$ cat src/hdl/adb_packet_deframer_checker_core_assert.svh
// assertion macros shared by the deframer checker modules
`ifndef ADB_PACKET_DEFRAMER_CHECKER_CORE_ASSERT_SVH
`define ADB_PACKET_DEFRAMER_CHECKER_CORE_ASSERT_SVH

// same-cycle implication, disabled while reset is asserted
`define ADB_DFC_ASSERT_NOW(label, clk, rst_n, ante, cons) \
    label: assert property (@(posedge clk) disable iff (!rst_n) (ante) |-> (cons)) \
        else $error("adb deframer assertion failed");

// next-cycle implication, disabled while reset is asserted
`define ADB_DFC_ASSERT_NEXT(label, clk, rst_n, ante, cons) \
    label: assert property (@(posedge clk) disable iff (!rst_n) (ante) |=> (cons)) \
        else $error("adb deframer assertion failed");

`endif

$ cat src/hdl/adb_dfc_pkg.sv
// shared types and constants of the adb deframer checker
package adb_dfc_pkg;

    localparam int HEADER_BYTES    = 24;
    localparam int HDR_CNT_W       = 5;
    localparam int WORD_W          = 32;
    localparam int HDR_WORDS       = 6;
    localparam int MAXP_W          = 21;
    localparam int QUEUE_DEPTH_DEF = 4;

    localparam logic [MAXP_W-1:0] MAXP_RESET = MAXP_W'(4096);

    // header word positions
    localparam int W_CMD   = 0;
    localparam int W_ARG0  = 1;
    localparam int W_ARG1  = 2;
    localparam int W_LEN   = 3;
    localparam int W_SUM   = 4;
    localparam int W_MAGIC = 5;

    typedef enum logic [1:0] {
        PH_HEADER,
        PH_SKIP_HDR,
        PH_PAYLOAD,
        PH_SKIP_TAIL
    } phase_t;

    typedef enum logic [2:0] {
        ST_OK        = 3'd0,
        ST_BAD_MAGIC = 3'd1,
        ST_TOO_LONG  = 3'd2,
        ST_SUM_BAD   = 3'd3,
        ST_SHORT     = 3'd4
    } status_t;

    typedef enum logic {
        KIND_BYTE    = 1'b0,
        KIND_SUMMARY = 1'b1
    } kind_t;

    // one queue entry: what one accepted byte causes
    typedef struct packed {
        logic              has_byte;
        logic              has_sum;
        logic [7:0]        data;
        logic [WORD_W-1:0] cmd;
        logic [WORD_W-1:0] arg0;
        logic [WORD_W-1:0] arg1;
        logic [WORD_W-1:0] len;
        status_t           status;
    } entry_t;

endpackage

$ cat src/hdl/adb_dfc_in_if.sv
// byte stream channel carrying received bulk data
interface adb_dfc_in_if;
    logic       valid;
    logic       ready;
    logic [7:0] data_byte;
    logic       chunk_end;

    modport source (output valid, output data_byte, output chunk_end, input ready);
    modport sink (input valid, input data_byte, input chunk_end, output ready);
endinterface

$ cat src/hdl/adb_dfc_out_if.sv
// result channel carrying payload bytes and packet summaries
interface adb_dfc_out_if;
    logic        valid;
    logic        ready;
    logic        item_kind;
    logic [7:0]  payload_byte;
    logic [31:0] command_word;
    logic [31:0] first_arg;
    logic [31:0] second_arg;
    logic [31:0] payload_length;
    logic [2:0]  status;
    logic        is_last;

    modport source (
        output valid, output item_kind, output payload_byte, output command_word,
        output first_arg, output second_arg, output payload_length, output status,
        output is_last, input ready
    );
    modport sink (
        input valid, input item_kind, input payload_byte, input command_word,
        input first_arg, input second_arg, input payload_length, input status,
        input is_last, output ready
    );
endinterface

$ cat src/hdl/adb_packet_deframer_checker_core.sv
// top level of the adb message deframer and checksum checker
// takes the bulk receive stream one byte per transaction, with chunk_end on the last byte
// of each usb transfer chunk. the first 24 bytes of a header chunk give six little-endian
// words (command, arg0, arg1, length, checksum, magic); the rest of that chunk is dropped.
// at the header chunk end the magic is checked against the inverted command, then the
// length against the payload length limit. payload bytes are passed out as kind 0 results
// and summed modulo 2^32; at the end of the chunk where the count reaches the length a
// kind 1 summary with status goes out, bytes past the length are ignored. a chunk end
// before 24 header bytes gives a short header summary. one input byte is taken every cycle
// while the queue has room; rx_stream.ready is low in any cycle the queue is full. a byte
// that yields both a payload byte and its summary gives two result transactions, and a
// queue of QUEUE_DEPTH entries between the front and back ends soaks that up. an
// accepted byte is first written into the queue, then moved into the output register
// that drives result valid. the length limit is written through cfg_we / cfg_wdata
// and resets to 4096.
module adb_packet_deframer_checker_core
    import adb_dfc_pkg::*;
#(
    parameter int QUEUE_DEPTH = QUEUE_DEPTH_DEF
)
(
    input  logic              clk,
    input  logic              rst_n,
    input  logic              cfg_we,
    input  logic [MAXP_W-1:0] cfg_wdata,
    adb_dfc_in_if.sink        rx_stream,
    adb_dfc_out_if.source     result
);

    // queue handshake between front and back
    logic   q_push;
    entry_t q_push_entry;
    logic   q_full;
    logic   q_pop;
    entry_t q_head;
    logic   q_empty;

    // front: header capture, checks and payload accounting, one byte per cycle while the queue has room
    adb_dfc_front u_front (
        .clk        (clk),
        .rst_n      (rst_n),
        .cfg_we     (cfg_we),
        .cfg_wdata  (cfg_wdata),
        .rx         (rx_stream),
        .push       (q_push),
        .push_entry (q_push_entry),
        .queue_full (q_full)
    );

    // decoupling queue, one entry per byte that causes any result
    adb_dfc_fifo #(
        .DEPTH (QUEUE_DEPTH)
    ) u_fifo (
        .clk        (clk),
        .rst_n      (rst_n),
        .push       (q_push),
        .push_entry (q_push_entry),
        .full       (q_full),
        .pop        (q_pop),
        .head       (q_head),
        .empty      (q_empty)
    );

    // back: splits entries into byte and summary transactions behind an output register
    adb_dfc_back u_back (
        .clk     (clk),
        .rst_n   (rst_n),
        .q_head  (q_head),
        .q_empty (q_empty),
        .q_pop   (q_pop),
        .tx      (result)
    );

endmodule

$ cat src/hdl/adb_dfc_fifo.sv
// short queue between the classifying front and the result back end
`include "adb_packet_deframer_checker_core_assert.svh"
module adb_dfc_fifo
    import adb_dfc_pkg::*;
#(
    parameter int DEPTH = QUEUE_DEPTH_DEF
)
(
    input  logic   clk,
    input  logic   rst_n,
    input  logic   push,
    input  entry_t push_entry,
    output logic   full,
    input  logic   pop,
    output entry_t head,
    output logic   empty
);

    localparam int PTR_W = $clog2(DEPTH);
    localparam int CNT_W = $clog2(DEPTH + 1);

    entry_t             mem_reg [DEPTH];
    logic [PTR_W-1:0]   wr_ptr_reg;
    logic [PTR_W-1:0]   wr_ptr_next;
    logic [PTR_W-1:0]   rd_ptr_reg;
    logic [PTR_W-1:0]   rd_ptr_next;
    logic [CNT_W-1:0]   count_reg;
    logic [CNT_W-1:0]   count_next;
    logic               do_push;
    logic               do_pop;

    assign full    = (count_reg == CNT_W'(DEPTH));
    assign empty   = (count_reg == '0);
    assign head    = mem_reg[rd_ptr_reg];
    assign do_push = push && !full;
    assign do_pop  = pop && !empty;

    always_comb
    begin
        wr_ptr_next = wr_ptr_reg;
        rd_ptr_next = rd_ptr_reg;
        count_next  = count_reg;
        if (do_push)
        begin
            wr_ptr_next = (wr_ptr_reg == PTR_W'(DEPTH - 1)) ? '0 : wr_ptr_reg + 1'b1;
        end
        if (do_pop)
        begin
            rd_ptr_next = (rd_ptr_reg == PTR_W'(DEPTH - 1)) ? '0 : rd_ptr_reg + 1'b1;
        end
        if (do_push && !do_pop)
        begin
            count_next = count_reg + 1'b1;
        end
        else if (do_pop && !do_push)
        begin
            count_next = count_reg - 1'b1;
        end
    end

    always_ff @(posedge clk or negedge rst_n)
    begin
        if (!rst_n)
        begin
            wr_ptr_reg <= '0;
            rd_ptr_reg <= '0;
            count_reg  <= '0;
        end
        else
        begin
            wr_ptr_reg <= wr_ptr_next;
            rd_ptr_reg <= rd_ptr_next;
            count_reg  <= count_next;
        end
    end

    always_ff @(posedge clk)
    begin
        if (do_push)
        begin
            mem_reg[wr_ptr_reg] <= push_entry;
        end
    end

    // the front only pushes when it saw room
    `ADB_DFC_ASSERT_NOW(a_fifo_no_overflow, clk, rst_n, push, !full)

endmodule

$ cat src/hdl/adb_dfc_front.sv
// front end: header capture, checks, payload count and sum
`include "adb_packet_deframer_checker_core_assert.svh"
module adb_dfc_front
    import adb_dfc_pkg::*;
(
    input  logic              clk,
    input  logic              rst_n,
    input  logic              cfg_we,
    input  logic [MAXP_W-1:0] cfg_wdata,
    adb_dfc_in_if.sink        rx,
    output logic              push,
    output entry_t            push_entry,
    input  logic              queue_full
);

    localparam logic [HDR_CNT_W-1:0] HDR_LIMIT = HDR_CNT_W'(HEADER_BYTES);

    phase_t                 phase_reg;
    phase_t                 phase_next;
    logic [HDR_CNT_W-1:0]   hc_reg;
    logic [HDR_CNT_W-1:0]   hc_next;
    logic [WORD_W-1:0]      hw_reg  [HDR_WORDS];
    logic [WORD_W-1:0]      hw_next [HDR_WORDS];
    logic [MAXP_W-1:0]      bc_reg;
    logic [MAXP_W-1:0]      bc_next;
    logic [WORD_W-1:0]      sum_reg;
    logic [WORD_W-1:0]      sum_next;
    logic [MAXP_W-1:0]      maxp_reg;
    logic                   accept;
    logic                   emit_byte;
    logic                   emit_sum;
    logic                   hdr_check;
    status_t                st;

    assign rx.ready = !queue_full;
    assign accept   = rx.valid && !queue_full;
    assign push     = accept && (emit_byte || emit_sum);

    always_comb
    begin
        phase_next = phase_reg;
        hc_next    = hc_reg;
        hw_next    = hw_reg;
        bc_next    = bc_reg;
        sum_next   = sum_reg;
        emit_byte  = 1'b0;
        emit_sum   = 1'b0;
        hdr_check  = 1'b0;
        st         = ST_OK;

        unique case (phase_reg)
            PH_HEADER:
            begin
                if (hc_reg < HDR_LIMIT)
                begin
                    for (int w = 0; w < HDR_WORDS; w++)
                    begin
                        if (hc_reg[4:2] == 3'(w))
                        begin
                            hw_next[w][{hc_reg[1:0], 3'b000} +: 8] = rx.data_byte;
                        end
                    end
                    hc_next = hc_reg + 1'b1;
                end
                if (hc_next >= HDR_LIMIT)
                begin
                    phase_next = PH_SKIP_HDR;
                end
                if (rx.chunk_end)
                begin
                    if (hc_next < HDR_LIMIT)
                    begin
                        emit_sum = 1'b1;
                        st       = ST_SHORT;
                    end
                    else
                    begin
                        hdr_check = 1'b1;
                    end
                end
            end
            PH_SKIP_HDR:
            begin
                hdr_check = rx.chunk_end;
            end
            PH_PAYLOAD:
            begin
                emit_byte = 1'b1;
                sum_next  = sum_reg + WORD_W'(rx.data_byte);
                bc_next   = bc_reg + 1'b1;
                if (bc_next == hw_reg[W_LEN][MAXP_W-1:0])
                begin
                    if (rx.chunk_end)
                    begin
                        emit_sum = 1'b1;
                        st       = (sum_next == hw_reg[W_SUM]) ? ST_OK : ST_SUM_BAD;
                    end
                    else
                    begin
                        phase_next = PH_SKIP_TAIL;
                    end
                end
            end
            PH_SKIP_TAIL:
            begin
                if (rx.chunk_end)
                begin
                    emit_sum = 1'b1;
                    st       = (sum_reg == hw_reg[W_SUM]) ? ST_OK : ST_SUM_BAD;
                end
            end
            default:
            begin
                phase_next = PH_HEADER;
            end
        endcase

        // header checks, bad magic ahead of too long
        if (hdr_check)
        begin
            if (hw_next[W_MAGIC] != ~hw_next[W_CMD])
            begin
                emit_sum = 1'b1;
                st       = ST_BAD_MAGIC;
            end
            else if (hw_next[W_LEN] > WORD_W'(maxp_reg))
            begin
                emit_sum = 1'b1;
                st       = ST_TOO_LONG;
            end
            else if (hw_next[W_LEN] == '0)
            begin
                emit_sum = 1'b1;
                st       = (hw_next[W_SUM] == '0) ? ST_OK : ST_SUM_BAD;
            end
            else
            begin
                phase_next = PH_PAYLOAD;
                bc_next    = '0;
                sum_next   = '0;
            end
        end

        push_entry.has_byte = emit_byte;
        push_entry.has_sum  = emit_sum;
        push_entry.data     = rx.data_byte;
        push_entry.cmd      = hw_next[W_CMD];
        push_entry.arg0     = hw_next[W_ARG0];
        push_entry.arg1     = hw_next[W_ARG1];
        push_entry.len      = hw_next[W_LEN];
        push_entry.status   = st;

        // a summary closes the packet
        if (emit_sum)
        begin
            phase_next = PH_HEADER;
            hc_next    = '0;
            bc_next    = '0;
            sum_next   = '0;
            for (int w = 0; w < HDR_WORDS; w++)
            begin
                hw_next[w] = '0;
            end
        end
    end

    always_ff @(posedge clk or negedge rst_n)
    begin
        if (!rst_n)
        begin
            maxp_reg  <= MAXP_RESET;
            phase_reg <= PH_HEADER;
            hc_reg    <= '0;
            bc_reg    <= '0;
            sum_reg   <= '0;
            for (int w = 0; w < HDR_WORDS; w++)
            begin
                hw_reg[w] <= '0;
            end
        end
        else
        begin
            if (cfg_we)
            begin
                maxp_reg <= cfg_wdata;
            end
            if (accept)
            begin
                phase_reg <= phase_next;
                hc_reg    <= hc_next;
                bc_reg    <= bc_next;
                sum_reg   <= sum_next;
                hw_reg    <= hw_next;
            end
        end
    end

    // payload phase only with a nonzero in-range length not yet reached
    `ADB_DFC_ASSERT_NOW(a_front_payload_len, clk, rst_n, phase_reg == PH_PAYLOAD, hw_reg[W_LEN][WORD_W-1:MAXP_W] == '0 && bc_reg < hw_reg[W_LEN][MAXP_W-1:0])
    // header skip only after the full header was gathered
    `ADB_DFC_ASSERT_NOW(a_front_skip_full, clk, rst_n, phase_reg == PH_SKIP_HDR, hc_reg == HDR_LIMIT)

endmodule

$ cat src/hdl/adb_dfc_back.sv
// back end: expands queue entries into result transactions
`include "adb_packet_deframer_checker_core_assert.svh"
module adb_dfc_back
    import adb_dfc_pkg::*;
(
    input  logic          clk,
    input  logic          rst_n,
    input  entry_t        q_head,
    input  logic          q_empty,
    output logic          q_pop,
    adb_dfc_out_if.source tx
);

    logic              out_valid_reg;
    logic              out_valid_next;
    logic              sub_reg;
    logic              sub_next;
    kind_t             kind_reg;
    logic [7:0]        byte_reg;
    logic [WORD_W-1:0] cmd_reg;
    logic [WORD_W-1:0] arg0_reg;
    logic [WORD_W-1:0] arg1_reg;
    logic [WORD_W-1:0] len_reg;
    status_t           status_reg;
    logic              last_reg;
    logic              load;
    logic              take;
    logic              byte_sel;

    assign load     = !out_valid_reg || tx.ready;
    assign take     = load && !q_empty;
    // byte half goes first when an entry carries both
    assign byte_sel = q_head.has_byte && !sub_reg;
    assign q_pop    = take && !(byte_sel && q_head.has_sum);

    always_comb
    begin
        out_valid_next = load ? !q_empty : out_valid_reg;
        sub_next       = take ? (byte_sel && q_head.has_sum) : sub_reg;
    end

    always_ff @(posedge clk or negedge rst_n)
    begin
        if (!rst_n)
        begin
            out_valid_reg <= 1'b0;
            sub_reg       <= 1'b0;
        end
        else
        begin
            out_valid_reg <= out_valid_next;
            sub_reg       <= sub_next;
        end
    end

    always_ff @(posedge clk)
    begin
        if (take)
        begin
            if (byte_sel)
            begin
                kind_reg   <= KIND_BYTE;
                byte_reg   <= q_head.data;
                cmd_reg    <= '0;
                arg0_reg   <= '0;
                arg1_reg   <= '0;
                len_reg    <= '0;
                status_reg <= ST_OK;
                last_reg   <= !q_head.has_sum;
            end
            else
            begin
                kind_reg   <= KIND_SUMMARY;
                byte_reg   <= '0;
                cmd_reg    <= q_head.cmd;
                arg0_reg   <= q_head.arg0;
                arg1_reg   <= q_head.arg1;
                len_reg    <= q_head.len;
                status_reg <= q_head.status;
                last_reg   <= 1'b1;
            end
        end
    end

    assign tx.valid          = out_valid_reg;
    assign tx.item_kind      = kind_reg;
    assign tx.payload_byte   = byte_reg;
    assign tx.command_word   = cmd_reg;
    assign tx.first_arg      = arg0_reg;
    assign tx.second_arg     = arg1_reg;
    assign tx.payload_length = len_reg;
    assign tx.status         = status_reg;
    assign tx.is_last        = last_reg;

    // a half-sent entry stays at the head until its summary goes out
    `ADB_DFC_ASSERT_NOW(a_back_split_head, clk, rst_n, sub_reg, !q_empty && q_head.has_byte && q_head.has_sum)

endmodule

$ cat src/flat_wrapper.sv
// flat-port wrapper written by rule: the top's interface ports become plain ports
module adb_packet_deframer_checker_core_flat import adb_dfc_pkg::*;
#(
    parameter int QUEUE_DEPTH = QUEUE_DEPTH_DEF
)
  (clk, rst_n, cfg_we, cfg_wdata, rx_stream_valid, rx_stream_data_byte, rx_stream_chunk_end, rx_stream_ready, result_valid, result_item_kind, result_payload_byte, result_command_word, result_first_arg, result_second_arg, result_payload_length, result_status, result_is_last, result_ready);
  adb_dfc_in_if rx_stream_i ();
  adb_dfc_out_if result_i ();
  input  logic clk;
  input  logic rst_n;
  input  logic cfg_we;
  input  logic [MAXP_W-1:0] cfg_wdata;
  input wire logic [$bits(rx_stream_i.valid)-1:0] rx_stream_valid;
  input wire logic [$bits(rx_stream_i.data_byte)-1:0] rx_stream_data_byte;
  input wire logic [$bits(rx_stream_i.chunk_end)-1:0] rx_stream_chunk_end;
  output wire logic [$bits(rx_stream_i.ready)-1:0] rx_stream_ready;
  output wire logic [$bits(result_i.valid)-1:0] result_valid;
  output wire logic [$bits(result_i.item_kind)-1:0] result_item_kind;
  output wire logic [$bits(result_i.payload_byte)-1:0] result_payload_byte;
  output wire logic [$bits(result_i.command_word)-1:0] result_command_word;
  output wire logic [$bits(result_i.first_arg)-1:0] result_first_arg;
  output wire logic [$bits(result_i.second_arg)-1:0] result_second_arg;
  output wire logic [$bits(result_i.payload_length)-1:0] result_payload_length;
  output wire logic [$bits(result_i.status)-1:0] result_status;
  output wire logic [$bits(result_i.is_last)-1:0] result_is_last;
  input wire logic [$bits(result_i.ready)-1:0] result_ready;
  assign rx_stream_i.valid = rx_stream_valid;
  assign rx_stream_i.data_byte = rx_stream_data_byte;
  assign rx_stream_i.chunk_end = rx_stream_chunk_end;
  assign rx_stream_ready = rx_stream_i.ready;
  assign result_valid = result_i.valid;
  assign result_item_kind = result_i.item_kind;
  assign result_payload_byte = result_i.payload_byte;
  assign result_command_word = result_i.command_word;
  assign result_first_arg = result_i.first_arg;
  assign result_second_arg = result_i.second_arg;
  assign result_payload_length = result_i.payload_length;
  assign result_status = result_i.status;
  assign result_is_last = result_i.is_last;
  assign result_i.ready = result_ready;
  adb_packet_deframer_checker_core #(.QUEUE_DEPTH(QUEUE_DEPTH)) u_core (.clk(clk), .rst_n(rst_n), .cfg_we(cfg_we), .cfg_wdata(cfg_wdata), .rx_stream(rx_stream_i), .result(result_i));
endmodule
$ cat config.mk
export PLATFORM = sky130hd
export DESIGN_NAME = adb_packet_deframer_checker_core_flat
export DESIGN_NICKNAME = d
export VERILOG_FILES = /design/src/hdl/adb_dfc_pkg.sv /design/src/hdl/adb_dfc_in_if.sv /design/src/hdl/adb_dfc_out_if.sv /design/src/hdl/adb_packet_deframer_checker_core.sv /design/src/hdl/adb_dfc_fifo.sv /design/src/hdl/adb_dfc_front.sv /design/src/hdl/adb_dfc_back.sv /design/src/flat_wrapper.sv
export VERILOG_INCLUDE_DIRS = /design/src /design/src/hdl
export SDC_FILE = /design/constraint.sdc
export NUM_CORES = 1
export LEC_CHECK = 0
export BUFFER_PORTS_ARGS = -buffer_cell sky130_fd_sc_hd__buf_2
export CAP_MARGIN = 15
export CORE_ASPECT_RATIO = 1.4
export CORE_UTILIZATION = 55
export CTS_CLUSTER_DIAMETER = 200
export CTS_CLUSTER_SIZE = 28
export DETAILED_ROUTE_END_ITERATION = 12
export GPL_TIMING_DRIVEN = 0
export PLACE_DENSITY_LB_ADDON = 0.08
export RECOVER_POWER = 25
export SLEW_MARGIN = 25
export SYNTH_ARGS = -nofsm -noshare
export SYNTH_HDL_FRONTEND = slang
export SYNTH_SLANG_ARGS = --single-unit
$ cat constraint.sdc
create_clock -name clk -period 12.27 [get_ports clk]
set_input_delay 1.227 -clock clk [delete_from_list [all_inputs] [get_ports clk]]
set_output_delay 1.227 -clock clk [all_outputs]
set_load 0.1 [all_outputs]
* Yosys cells after proc, flatten, opt, wreduce, memory -nomap -nowiden
Memory sizes are Yosys's and may differ from the RTL's.
Index checks and enable logic that the tools add are counted.
** Cells by class
- Add/sub/neg operators :: 8
- Shifts and indexed selects :: 2
- Reductions and logical operators :: 28
- Bitwise logic cells :: 1
- Multiplexer cells :: 73
- Eq/ne operators :: 15
- Magnitude comparators :: 4
** Operator list (count)
- 192-bit 2-to-1 mux :: 3
- 32-bit 2-to-1 mux :: 12
- 32-bit bitwise mux :: 6
- 21-bit 2-to-1 mux :: 6
- 32-bit equality test :: 2
- 32-bit logical NOT :: 2
- 32-bit by 8-bit adder with 32-bit output :: 1
- 32-bit by 21-bit greater-than comparator with 1-bit output :: 1
- 2-bit 2-to-1 mux :: 16
- 32-bit != test :: 1
- 32-bit NOT :: 1
- 8-bit by 7-bit variable shift with 32-bit output (first input constant) :: 1
- 8-bit by 7-bit indexed part select with 32-bit output :: 1
- 3-bit 2-to-1 mux :: 8
- 21-bit by 1-bit adder with 21-bit output (second input constant) :: 1
- 21-bit equality test :: 1
- 5-bit 2-to-1 mux :: 4
- 1-bit 2-to-1 mux :: 14
- 1-bit logical AND :: 10
- 5-bit less-than comparator (second input constant) :: 2
- 3-bit equality test (second input constant) :: 3
- 3-bit one-hot mux with 3 select lines :: 1
- 2-bit equality test (second input constant) :: 4
- 1-bit logical NOT :: 8
- other kinds (17) :: 22
** Word-level totals
- Output and inout port bits :: 143
- Logic and storage cells :: 156
- Flip-flop bits (word level) :: 423
- Bits of input ports :: 35
- Memories kept :: 1
- Bits in writable memories :: 564
** Memory list
- u_core.u_fifo.mem_reg :: words 4, bits a word 141, read ports 1, clocked after Yosys merged registers in 0, write ports 1, RTL line adb_dfc_fifo.sv:22 : entry_t mem_reg [DEPTH];

* Depth between registers and ports, before layout
- Depth in word-level cells :: 18
- Mapped depth :: 25
- Gate-level depth less buffers :: 22

* By module
Synthesis repeated with hierarchy kept, for this count alone.
** Unflattened totals
- Cell total of the unflattened synthesis :: 3472
- Area total of the unflattened synthesis :: 45332.2 sq um
** By module, submodules not included
- adb_dfc_fifo :: instances 1, cells each 774, sequential area each 17111.4 sq um, area each 20758.7 sq um
- adb_dfc_front :: instances 1, cells each 2391, sequential area each 6832.8 sq um, area each 19261.0 sq um
- adb_dfc_back :: instances 1, cells each 307, sequential area each 4284.1 sq um, area each 5312.6 sq um

* Worst setup path before layout
No wires, ideal clock.
- Kind :: input -> register
- Start point :: input result_ready
- End point :: register u_core.u_fifo.count_reg[1]
- Arrival time :: 10339 ps
- Setup time :: 125 ps
- Slack :: 1806 ps
- Data required time :: 12145 ps
- Path buffers :: 0
- Stages :: 7
- Cell sequence :: inv_1 -> a21oi_1 -> nand2_1 -> ha_1 -> inv_1 -> fa_1 -> mux2_2
** On the way
- Cells in the longest elaborated chain, start to end :: 7
- Elaborated cells between the ends (all ways) :: 9
- Classes of those cells :: 1 x mux; 8 x reduce/logical
** Ends and longest elaborated chain
- from (decl) :: RTL line flat_wrapper.sv:26 : input wire logic [$bits(result_i.ready)-1:0] result_ready;
- 1-bit logical OR :: RTL line adb_dfc_back.sv:30 : assign load = !out_valid_reg || tx.ready;
- 1-bit logical AND :: RTL line adb_dfc_back.sv:31 : assign take = load && !q_empty;
- net u_core.u_back.take :: RTL line adb_dfc_back.sv:27 : logic take;
- 1-bit logical AND :: RTL line adb_dfc_back.sv:34 : assign q_pop = take && !(byte_sel && q_head.has_sum);
- 1-bit logical AND :: RTL line adb_dfc_fifo.sv:36 : assign do_pop = pop && !empty;
- 1-bit logical NOT :: RTL line adb_dfc_fifo.sv:51 : if (do_push && !do_pop)
- 1-bit logical AND :: RTL line adb_dfc_fifo.sv:51
- 3-bit 2-to-1 mux :: RTL line adb_dfc_fifo.sv:51
- net u_core.u_fifo.count_next[1] :: RTL line adb_dfc_fifo.sv:28 : logic [CNT_W-1:0] count_next;
- to (signal assigned) :: RTL line adb_dfc_fifo.sv:73 : count_reg <= count_next;
- to (decl) :: RTL line adb_dfc_fifo.sv:27 : logic [CNT_W-1:0] count_reg;
The timed path passes the listed nets, and every way through them passes these cells.
A chain may end at the register's enable or synchronous reset.

==> summary.md <==
| Metric | Value |
|---|---|
| Clock latency on the worst-skew pair | 0.64 ns |
| Flip-flop count of the largest register, all copies and words added | approximately 560 |
| Total congestion overflow | 0 |
| Cell area after technology mapping | 42,900 um2 |
| Sequential-to-total area share from yosys stat | between 60% and 70% |
| Worst setup slack after layout | 2.950 ns |
| Aggregate global-route resource usage | 32.11% |
| Number of DRC markers after the initial detailed-route iteration | about 2,700 |
| Worst endpoint data arrival time | 9.63 ns |
| Routability Congestion | about 1 |
| Required time of the critical path | 12.58 ns |
| Post-cts hold buffer count | 0 |
| Crit path max fanout | 42 |
| Dominant register cell in the synthesized netlist | edfxtp_1 |
| Vias | between 20,000 and 30,000 |
| Number of endpoints failing setup at the final stage | 0 |
| Worst setup path class | reg2reg |
| Count of clock tree sinks | around 990 |
| Power Density | 249.9 nW/um2 |
| Average detailed-routed wire length per instance | 29.07 um |
| Vias in the first global route | 27,988 |
| Startpoint class of the critical path | register |
| Final WL | ~130 mm |
| Post-synth cell types | between 80 and 90 |
| Area share of the largest cell type after synthesis | approximately 49% |
| Number of synthesized register bits | 987 |
| Y dimension of the die | 332.5 um |
| Maximum clock frequency | 107.3 MHz |
| CTS tree | built |
| Fraction of layout instances using a drive strength above 1 | 11.14% |
| Synthesized area per cell | 14.29 um2 |
| # resized after CTS | 0 |
| Clock transition at the registers of the reported paths | 0.12 ns |
| DRC violations left | 0 |
| Antenna violations before repair | 4 |
| Number of enable-type register cells in the synthesized netlist | 705 |
| Instance count of the mapped netlist | 3,002 |
| DR vias/cell | ~6.4 |
| Die Area | between 70,000 and 80,000 um2 |
| Final Skew | 0.04118 ns |
| Post-Syn Nets | 3,081 |
| Leading cell types by total area after synthesis | edfxtp_1, dfrtp_1, mux4_2 |
| Violated checks | max-capacitance violations, max-slew violations |
| Post-route antenna net violation count | 0 |
| Commonest cells in the netlist | edfxtp_1, nand2_1, dfrtp_1 |
| Number of buffers inserted to repair setup after CTS | 0 |
| Yosys warns | 0 |
| Maxcap violations | 3 |
| Worst slew margin relative to its limit | -189.0% |
| CTS Buf Count | 41 |
| Std-Cell Rows | 120 |
| Area growth, synth to finish | 8.750% |
| Final Critical Period | 9.320 ns |
| Share of the cycle needed by the critical path after routing | 75.96% |
| Pre-CTS setup slack | 3.122 ns |
| Pin count of the biggest net entering global routing | 76 |
| Area leader, netlist | edfxtp_1 |
| Number of buffers on the longest clock path | 3 |
| Final Hold Viols | 0 |
| First-pass GRT wire length | 184.8 mm |
| Final max-slew violation count | ~220 |
| Clock tree root driver cell | clkbuf_16 |
| Final Core Density | 60.69% |
| Share of synthesized registers carrying an async set or reset | 28.57% |
| Total Power | roughly 0.012 W |
| Number of primary I/O pins | 178 |
| X dimension of the die | 238.0 um |
| Placed wire-length estimate after detailed placement | about 89 mm |
| H-tree Lvls | 2 |
| Critical path endpoint category | register |
| Result of the run | complete, but fails checks |
| Starting density of the core | 55.81% |
| # port buffers | 176 |
| Class of the worst hold path | reg2reg |
| Most common cell in the synthesized netlist | edfxtp_1 |
| Floorplan core area | ~77,000 um2 |
| Tightest Pin Transition | 4.334 ns |
| Setup repair after global routing missed its margin | false |
| Worst vdd ir | roughly 0.26 mV |
| Number of iterations in the first detailed-routing pass | 5 |
| Leakage | 16.63 nW |
| Total Nets Final | 3,323 |
[cell type report]
cell class	instances	area (um2)
Clock inverter	2	38.79
Antenna cell	1	2.502
Buffer	183	734.5
Fill cell	6024	30220
Multi-Input combinational cell	1771	13730
Timing Repair Buffer	199	1205
Inverter	61	229.0
Tap cell	1037	1297
Sequential cell	987	28230
Clock buffer	73	1189
[per-stage QoR]
| step | hold WS [ns] | cells | instance area (um2) | TNS [ns] |
|---|---|---|---|---|
| 2_1_floorplan | 0.4561 | 3002 | 42900 | 0 |
| 6_report | 0.5085 | 4314 | 46650 | 0 |
| 4_1_cts | 0.5072 | 4313 | 46970 | 0 |
| 5_1_grt | 0.5233 | 4313 | 46650 | 0 |
| 3_3_place_gp | 0.4802 | 4215 | 45080 | -1110.18 |
| 3_5_place_dp | 0.4819 | 4238 | 45740 | 0 |
[routing by layer]
metal  global-route usage, %  part of all wire, %
met4                   18.18                  6.6
met1                   40.17                   38
met3                   3.876                  5.5
met2                   54.24                   50
met5                       0                0.023
[logic make-up (layout without fill, tap and decap cells)]
family	Yosys count	count (layout)	synth area share, %
compound gates	693	693	11.22
mux	159	159	7.840
buf+inv	244	518	2.231
other cells	0	1	0
simple gates	768	768	9.406
fa+ha+maj	44	44	1.318
flops	987	987	65.80
xor+xnor	107	107	2.185
[critical path, stage by stage, from the launching register on]
cell,delay [ns]
dfrtp_1,0.59
clkbuf_1,0.41
inv_1,0.17
ha_1,0.22
buf_2,0.18
clkbuf_1,0.39
nor2b_1,0.40
nand3_1,0.78
mux2i_1,1.04
ha_1,0.25
nand4_1,0.12
or4_1,0.59
a21oi_1,0.15
a2111oi_0,0.09
o21ai_0,0.70
nor3b_1,0.19
nand2_1,0.22
nor3_1,0.09
nor2_1,0.71
and2_4,0.68
buf_16,0.32
buf_16,0.26
buf_16,0.27
[where the power goes]
group / leakage, nW / switching, W / internal (W)
clock network: 0.581 / 0.00101 / 0.000676
registers: 10.6 / 0.000244 / 0.00453
logic: 5.48 / 0.00391 / 0.00128
[path summary, 6_finish.rpt]
check / from / end / slack, ns / cells after the start
hold reg to reg: u_core.u_front.hw_reg[22] / u_core.u_front.hw_reg[22] / 0.51 / 1
setup reg to reg: u_core.u_front.hc_reg[0] / u_core.u_fifo.mem_reg[3][121] / 2.95 / 22
setup / recovery: u_core.u_front.hc_reg[0] / u_core.u_fifo.mem_reg[3][121] / 2.95 / 22
hold / removal: u_core.u_front.hw_reg[22] / u_core.u_front.hw_reg[22] / 0.51 / 1
max in group asynchronous: rst_n / u_core.u_front.hw_reg[111] / 4.63 / 2
min in group asynchronous: rst_n / u_core.u_front.maxp_reg[8] / 2.11 / 1
[placed cells by master, fill, tap and decap left out, types with 43 or more instances in the layout]
master | synthesis | layout
nand3_1 | 52 | 52
a21oi_1 | 58 | 58
xnor2_1 | 63 | 63
nor2b_1 | 153 | 153
inv_1 | 61 | 61
mux4_2 | 141 | 141
clkbuf_16 | 0 | 43
o21ai_0 | 237 | 230
dfrtp_1 | 281 | 281
nand2_1 | 286 | 286
nor2_1 | 48 | 48
xor2_1 | 44 | 44
o2bb2ai_1 | 61 | 61
a22o_1 | 125 | 125
clkbuf_1 | 143 | 262
buf_2 | 27 | 119
edfxtp_1 | 705 | 705
(Power assumes the default switching activity.)
